==> src/rtl/ffpa_pkg.sv <==
// Package for the first-fit pool allocator: sizes, status, FSM, shift types.
// No dependencies.
`timescale 1ns / 1ps
package ffpa_pkg;
   localparam int PoolBytes = 4096;
   localparam int MaxBlocks = 64;
   localparam int AW = $clog2(PoolBytes);      // offset width
   localparam int LW = $clog2(PoolBytes) + 1;  // length width
   localparam int CW = $clog2(MaxBlocks) + 1;  // count width
   localparam int IW = $clog2(MaxBlocks);      // table index width

   typedef enum logic [2:0] {
      ST_OK        = 3'd0,
      ST_EXCEEDS   = 3'd1,
      ST_NO_GAP    = 3'd2,
      ST_FULL      = 3'd3,
      ST_NULL_FREE = 3'd4,
      ST_NOT_ALLOC = 3'd5
   } status_type;

   typedef enum logic [2:0] {
      S_IDLE, S_SCAN, S_SHIFT, S_DONE
   } fsm_type;

   // shift command to the cell row
   typedef enum logic [1:0] {
      SH_HOLD, SH_ROTATE, SH_INSERT, SH_DELETE
   } shift_type;

   typedef struct packed {
      shift_type         op;
      logic [IW-1:0]     pos;
      logic [AW-1:0]     ins_start;
      logic [LW-1:0]     ins_len;
   } cell_ctl_type;
endpackage

==> src/rtl/ffpa_cell.sv <==
// One table cell: holds a (start, length) entry and passes it to its neighbor.
// Depends on ffpa_pkg.
`timescale 1ns / 1ps
module ffpa_cell
   import ffpa_pkg::*;
(
   input  logic          clock,
   input  cell_ctl_type  ctl,
   input  logic [IW-1:0] slot,      // fixed position of this cell in the row
   input  logic [AW-1:0] prev_start,
   input  logic [LW-1:0] prev_len,
   input  logic [AW-1:0] next_start,
   input  logic [LW-1:0] next_len,
   output logic [AW-1:0] start_ff,
   output logic [LW-1:0] len_ff
);
   logic [AW-1:0] start_in;
   logic [LW-1:0] len_in;

   always_comb begin
      start_in = start_ff;
      len_in   = len_ff;
      case (ctl.op)
         SH_ROTATE: begin
            start_in = next_start;
            len_in   = next_len;
         end
         SH_INSERT: begin
            if (slot == ctl.pos) begin
               start_in = ctl.ins_start;
               len_in   = ctl.ins_len;
            end else if (slot > ctl.pos) begin
               start_in = prev_start;
               len_in   = prev_len;
            end
         end
         SH_DELETE: begin
            if (slot >= ctl.pos) begin
               start_in = next_start;
               len_in   = next_len;
            end
         end
         default: ;
      endcase
   end

   always_ff @(posedge clock) begin
      start_ff <= start_in;
      len_ff   <= len_in;
   end
endmodule

==> src/rtl/first_fit_pool_allocator_core.sv <==
// Top level of the first-fit pool allocator: control FSM over a ring of cells.
// Depends on ffpa_pkg and ffpa_cell.
//
//  channel | direction | fields
//  req_    | in        | func, request_length, block_address, address_valid
//  rsp_    | out       | status, granted_start, remaining_bytes
//
// Cell k holds table entry k whenever the engine is idle. A scan rotates the
// ring one place a cycle for a full revolution of MaxBlocks (64) places, so
// cell 0 shows entry r and cell 1 entry r+1; the ring ends aligned again and
// the insert or delete step follows if a hit was found. One word in flight;
// req_ready is high only when idle, and a stalled response holds the engine.
// Synchronous reset; the cells are not reset, only entries below the count
// are read.
`timescale 1ns / 1ps
module first_fit_pool_allocator_core
   import ffpa_pkg::*;
(
   input  logic          clock,
   input  logic          reset,
   input  logic          req_valid,
   output logic          req_ready,
   input  logic          req_func,
   input  logic [LW-1:0] req_request_length,
   input  logic [AW-1:0] req_block_address,
   input  logic          req_address_valid,
   output logic          rsp_valid,
   input  logic          rsp_ready,
   output logic [2:0]    rsp_status,
   output logic [AW-1:0] rsp_granted_start,
   output logic [LW-1:0] rsp_remaining_bytes
);
   fsm_type       state_ff, state_in;
   logic [CW-1:0] count_ff, count_in;
   logic [LW-1:0] free_ff, free_in;
   logic [IW-1:0] rot_ff, rot_in;     // rotations done so far
   logic          found_ff, found_in;
   logic [IW-1:0] pos_ff, pos_in;     // table index of hit / insert place
   logic [AW-1:0] gstart_ff, gstart_in;
   logic [LW-1:0] dlen_ff, dlen_in;
   status_type    stat_ff, stat_in;
   logic          func_ff;
   logic [LW-1:0] len_ff;
   logic [AW-1:0] addr_ff;
   cell_ctl_type  ctl;

   logic [AW-1:0] c_start [MaxBlocks];
   logic [LW-1:0] c_len   [MaxBlocks];

   genvar g;
   generate
      for (g = 0; g < MaxBlocks; g++) begin : g_cell
         ffpa_cell u_cell (
            .clock     (clock),
            .ctl       (ctl),
            .slot      (IW'(g)),
            .prev_start(c_start[(g + MaxBlocks - 1) % MaxBlocks]),
            .prev_len  (c_len[(g + MaxBlocks - 1) % MaxBlocks]),
            .next_start(c_start[(g + 1) % MaxBlocks]),
            .next_len  (c_len[(g + 1) % MaxBlocks]),
            .start_ff  (c_start[g]),
            .len_ff    (c_len[g])
         );
      end
   endgenerate

   // scan view: entry rot_ff sits in cell 0, its successor in cell 1
   logic [AW:0]   end_cur;
   logic [CW-1:0] idx;
   logic          is_last, in_tab;
   assign end_cur = {1'b0, c_start[0]} + c_len[0][AW:0];
   assign idx     = {1'b0, rot_ff};
   assign in_tab  = idx < count_ff;
   assign is_last = (idx + 1'b1) == count_ff;

   logic gap_ok, tail_ok;
   assign gap_ok  = !end_cur[AW] && end_cur[AW-1:0] <= c_start[1]
                  && len_ff <= {1'b0, c_start[1] - end_cur[AW-1:0]};
   assign tail_ok = end_cur < (AW+1)'(PoolBytes)
                  && len_ff <= (LW'(PoolBytes) - LW'(end_cur));

   always_comb begin
      state_in  = state_ff;
      count_in  = count_ff;
      free_in   = free_ff;
      rot_in    = rot_ff;
      found_in  = found_ff;
      pos_in    = pos_ff;
      gstart_in = gstart_ff;
      dlen_in   = dlen_ff;
      stat_in   = stat_ff;
      case (state_ff)
         S_IDLE: begin
            rot_in   = '0;
            found_in = 1'b0;
            if (req_valid) begin
               gstart_in = '0;
               if (!req_func) begin
                  if (req_request_length > free_ff) begin
                     stat_in  = ST_EXCEEDS;
                     state_in = S_DONE;
                  end else if (count_ff >= CW'(MaxBlocks)) begin
                     stat_in  = ST_FULL;
                     state_in = S_DONE;
                  end else if (count_ff == '0) begin
                     found_in = 1'b1;
                     pos_in   = '0;
                     dlen_in  = req_request_length;
                     state_in = S_SHIFT;
                  end else begin
                     state_in = S_SCAN;
                  end
               end else if (!req_address_valid) begin
                  stat_in  = ST_NULL_FREE;
                  state_in = S_DONE;
               end else if (count_ff == '0) begin
                  stat_in  = ST_NOT_ALLOC;
                  state_in = S_DONE;
               end else begin
                  state_in = S_SCAN;
               end
            end
         end
         S_SCAN: begin
            rot_in = rot_ff + 1'b1;
            if (!found_ff && in_tab) begin
               if (!func_ff) begin
                  if ((!is_last && gap_ok) || (is_last && tail_ok)) begin
                     found_in  = 1'b1;
                     pos_in    = rot_ff + 1'b1;
                     gstart_in = end_cur[AW-1:0];
                  end
               end else if (c_start[0] == addr_ff) begin
                  found_in = 1'b1;
                  pos_in   = rot_ff;
                  dlen_in  = c_len[0];
               end
            end
            // last rotation of the revolution: ring is aligned next cycle
            if (rot_ff == IW'(MaxBlocks - 1)) begin
               if (found_in) begin
                  state_in = S_SHIFT;
               end else begin
                  stat_in  = func_ff ? ST_NOT_ALLOC : ST_NO_GAP;
                  state_in = S_DONE;
               end
            end
         end
         S_SHIFT: begin
            stat_in = ST_OK;
            if (!func_ff) begin
               count_in = count_ff + 1'b1;
               free_in  = free_ff - len_ff;
            end else begin
               count_in = count_ff - 1'b1;
               free_in  = free_ff + dlen_ff;
            end
            state_in = S_DONE;
         end
         S_DONE: begin
            if (rsp_ready) state_in = S_IDLE;
         end
         default: state_in = S_IDLE;
      endcase
   end

   always_comb begin
      ctl.op        = SH_HOLD;
      ctl.pos       = pos_ff;
      ctl.ins_start = gstart_ff;
      ctl.ins_len   = len_ff;
      if (state_ff == S_SCAN) ctl.op = SH_ROTATE;
      else if (state_ff == S_SHIFT) ctl.op = func_ff ? SH_DELETE : SH_INSERT;
   end

   always_ff @(posedge clock) begin
      if (reset) begin
         state_ff <= S_IDLE;
         count_ff <= '0;
         free_ff  <= LW'(PoolBytes);
         rot_ff   <= '0;
         found_ff <= 1'b0;
      end else begin
         state_ff <= state_in;
         count_ff <= count_in;
         free_ff  <= free_in;
         rot_ff   <= rot_in;
         found_ff <= found_in;
      end
      pos_ff    <= pos_in;
      gstart_ff <= gstart_in;
      dlen_ff   <= dlen_in;
      stat_ff   <= stat_in;
      if (req_valid && req_ready) begin
         func_ff <= req_func;
         len_ff  <= req_request_length;
         addr_ff <= req_block_address;
      end
   end

   assign req_ready           = state_ff == S_IDLE;
   assign rsp_valid           = state_ff == S_DONE;
   assign rsp_status          = stat_ff;
   assign rsp_granted_start   = stat_ff == ST_OK ? gstart_ff : '0;
   assign rsp_remaining_bytes = free_ff;

   a_free_bound: assert property (@(posedge clock) disable iff (reset)
      free_ff <= LW'(PoolBytes)) else $error("free bytes above pool");
   a_count_bound: assert property (@(posedge clock) disable iff (reset)
      count_ff <= CW'(MaxBlocks)) else $error("count above table size");
   a_shift_done: assert property (@(posedge clock) disable iff (reset)
      state_ff == S_SHIFT |=> state_ff == S_DONE) else $error("shift not one cycle");
   a_rsp_hold: assert property (@(posedge clock) disable iff (reset)
      rsp_valid && !rsp_ready |=> rsp_valid && $stable(rsp_status))
      else $error("response word dropped");
endmodule

==> config.mk <==
export PLATFORM = sky130hd
export DESIGN_NAME = first_fit_pool_allocator_core
export DESIGN_NICKNAME = d
export VERILOG_FILES = /design/src/rtl/ffpa_pkg.sv /design/src/rtl/ffpa_cell.sv /design/src/rtl/first_fit_pool_allocator_core.sv
export SDC_FILE = /design/constraint.sdc
export NUM_CORES = 2
export LEC_CHECK = 0
export BUFFER_PORTS_ARGS = -buffer_cell sky130_fd_sc_hd__buf_4
export CAP_MARGIN = 20
export CORE_AREA = 2 2 361 631
export DETAILED_ROUTE_END_ITERATION = 7
export DIE_AREA = 0 0 363 633
export PLACE_DENSITY = 0.62
export SLEW_MARGIN = 10
export SYNTH_ARGS = -nofsm -noshare
export SYNTH_HDL_FRONTEND = slang
export SYNTH_SLANG_ARGS = --single-unit
==> constraint.sdc <==
create_clock -name clock -period 6.83 [get_ports clock]
set_clock_uncertainty 0.15 [all_clocks]
set_input_delay 0.683 -clock clock [delete_from_list [all_inputs] [get_ports clock]]
set_output_delay 0.683 -clock clock [all_outputs]
set_load 0.01 [all_outputs]
==> results.yml <==
status:
  outcome: "completed"
sta:
  fin_crit_ps: 6249
  finalHoldViolations: 0
  whs_ps: 76.31
  slew_headroom_pct: 23.61
  finalCritPeriodShare_pct: 91.49
  rsz0062_at_grt: "no"
  fmax_mhz: 160.0
  setup_viol: 0
  worst_pin_slew_ps: 1146
  maxSlewViolCount: 0
  timing.setup.tns_ps: 0
cells_and_area:
  final_nets: 8090
  drive_gt1_share_pct: 7.516
  syn_to_final_growth_pct: 9.780
  layout_common_cells: "nand2_1, edfxtp_1, o21ai_0"
  nFillCells: 21060
  final_common_cell: "nand2_1"
worst_setup_path:
  cp_max_fo: 12
  worstSetupPathType: "flop to flop"
  worstPathArrival_ps: 6560
  endpoint_kind: "flop"
  worstPathRequired_ps: 7150
  start_kind: "flop"
synth:
  synthFlopType: "edfxtp_1"
  ys_warn_count: 0
  synth_top_area_share_pct: 55.77
  synth_area_um2: 89380
  synth_area_leaders: "edfxtp_1, mux2i_1, o21ai_0"
  synth_seq_cells: 1689
  syn_inst: 8227
  seq_area_frac_synth_pct: 56.42
  synth-edff-count: 1660
  synth_cell_types: 78
  synth_top_area_cell: "edfxtp_1"
  syn_avg_cell_area_um2: 10.86
  ys_async_sr_fraction_pct: 0
  syn_nets: 8352
cts:
  cts_tree: "done"
  h-tree-depth: 4
  clk_latency_ps: 840
  cts_buffer_depth: 4
  clock_sinks: 1689
  cts_root_buffer: "clkbuf_16"
  clkTransAtPathRegs_ps: 70
  cts_resized: 0
  cts_buffers: 163
power:
  ir_drop_mv: 0.3043
  switching_share_pct: 39.78
  powerDensity_nw_per_um2: 527.3
  power.net_switching_mw: 20.58
  p_seq_share_pct: 44.7
  p_int_mw: 31.16
  p_clk_share_pct: 17.0
  leakage_nw: 41.91
  comb_power_share_pct: 38.3
route:
  wl_um: 258200
  final_antenna_net_count: 0
  drt-initial-drc-count: 4945
  detail_route.wl_per_cell_um: 23.52
  drc: 0
  vias_per_cell: 5.695
  drt_pass1_iterations: 7
  vias: 62520
job:
  cap_violations: 0
die:
  pin_count: 61
  initial_core_util_pct: 39.87
  die_area_um2: 229800
  fp.dieW_um: 363
  num_rows: 230
  coreArea_um2: 224200
  die_y_um: 633
global_routing:
  grt_pass1_vias: 64950
  grt_pass1_wl_um: 396100
  grt_start_max_net_pins: 146
  grt_overflow: 0
  grt_usage_pct: 22.05
  antenna_found_initial: 2
worst_hold_path:
  worstHoldPathType: "input port to flop"
placement:
  dp_hpwl_um: 175900
  finalWeightedCongestion: 0.8932
  numPortBuffers: 60
==> cell usage after synthesis, types with 4 or more instances <==
| master | instances |
|---|---|
| or3_1 | 10 |
| nand3b_1 | 4 |
| xor2_1 | 31 |
| and2_1 | 24 |
| nor3_2 | 6 |
| a21oi_1 | 156 |
| a31oi_1 | 11 |
| o211ai_1 | 4 |
| edfxtp_1 | 1660 |
| nand2_1 | 1700 |
| or2_2 | 5 |
| nand4_1 | 16 |
| o21a_1 | 10 |
| clkbuf_1 | 550 |
| nor3_1 | 26 |
| o31ai_1 | 9 |
| and3_1 | 8 |
| nand2b_1 | 16 |
| dfxtp_1 | 29 |
| a211oi_1 | 9 |
| mux2_2 | 14 |
| a21o_1 | 27 |
| inv_1 | 56 |
| nand3_1 | 29 |
| mux2i_1 | 1531 |
| o21ai_0 | 1640 |
| nor3b_1 | 6 |
| fa_1 | 4 |
| nor2b_1 | 14 |
| buf_2 | 126 |
| nor4_1 | 8 |
| ha_1 | 90 |
| buf_1 | 60 |
| a211o_1 | 5 |
| xnor2_1 | 45 |
| nor2_1 | 223 |
==> power by group through the flow <==
stage,Combinational (mW),Sequential (mW),Clock [mW]
2_1_floorplan,13.2,21.8,0
3_3_place_gp,19.4,23.1,0
3_5_place_dp,19.8,23.3,0
4_1_cts,19.9,23.2,8.97
5_1_grt,22.0,23.7,9.27
6_report,19.8,23.1,8.78
==> sequential cells by signal (all words and copies together), names as in the netlist, 7 cells and up <==
| signal | cells |
|---|---|
| addr_ff | 12 |
| count_ff | 7 |
| dlen_ff | 13 |
| g_cell.u_cell.len_ff | 832 |
| g_cell.u_cell.start_ff | 768 |
| gstart_ff | 12 |
| len_ff | 13 |
| rsp_remaining_bytes | 13 |
==> final timing paths <==
check	endpoint	from	cells after the start	slack, ps
worst max register to register	gstart_ff[5]	g_cell[0].u_cell.start_ff[0]	26	580
worst min register to register	g_cell[11].u_cell.len_ff[6]	g_cell[12].u_cell.len_ff[6]	2	390
worst min-delay path	state_ff[1]	rsp_ready	4	80
worst max-delay path	gstart_ff[5]	g_cell[0].u_cell.start_ff[0]	26	580
==> cell families after synthesis <==
| group | share of synthesized area (%) |
|---|---|
| mux | 17.32 |
| fa+ha+maj | 1.372 |
| buf+inv | 3.515 |
| flops | 56.42 |
| simple gates | 9.438 |
| compound gates | 11.14 |
| xor+xnor | 0.7881 |
==> metal layers <==
metal | GRT usage (%) | vias up | wire length, um
met4 | 11.51 | 0 | 14570
met1 | 25.08 | 31190 | 98500
met3 | 1.933 | 565 | 9336
met2 | 40.72 | 1649 | 135800
li1 | - | 29110 | -
met5 | 0 | - | 0
==> layout make-up <==
type	instances	area (um^2)	area share, %
Timing Repair Buffer	309	2751	2.804
Sequential cell	1689	50430	51.39
Tap cell	2900	3628	3.698
Inverter	59	221.5	0.2257
Clock buffer	209	4314	4.397
Antenna cell	2	5.005	0.005101
Clock inverter	67	533.0	0.5432
Multi-Input combinational cell	5743	36240	36.93
==> repair_timing <==
item / 4_1_cts / 5_1_grt
endpoints found under the hold margin: 32 / 0
hold buffers: 27 / 0
setup buffers: 0 / 0
endpoints found under the setup margin: 0 / 0
==> per-stage QoR <==
stage | setup WS, ps | util [%] | cell area [um^2] | power, mW | cells
after floorplan | 1633 | - | 89380 | 35.03 | 8227
final | 581.4 | 43.77 | 98120 | 51.74 | 10980
after detailed placement | 562.4 | 41.45 | 92920 | 43.12 | 10670
after global routing | 85.76 | 43.77 | 98120 | 55.02 | 10980
after global placement | 567.3 | 41.41 | 92830 | 42.52 | 10660
after CTS | 519.8 | 43.73 | 98040 | 51.99 | 10970
==> critical path: stages, from the launching register on <==
cell      delay, ps
edfxtp_1        460
ha_1            280
inv_1            80
fa_1            240
nor2b_4          60
o31a_4          310
o221ai_2        290
nand2b_1        110
xnor2_1         350
inv_1           130
ha_1            350
o21ai_0         100
nand2b_1        140
and3_1          210
a221oi_2        350
nor2_1           70
o21ai_0         190
xor2_1          160
ha_1            270
nand4_1         100
nor2_1           70
a211oi_1        200
a21oi_1         100
a211oi_1        350
o21ai_2         220
nand2_1         110
a21o_1          430
No activity file was read; power rests on OpenSTA's default activity.
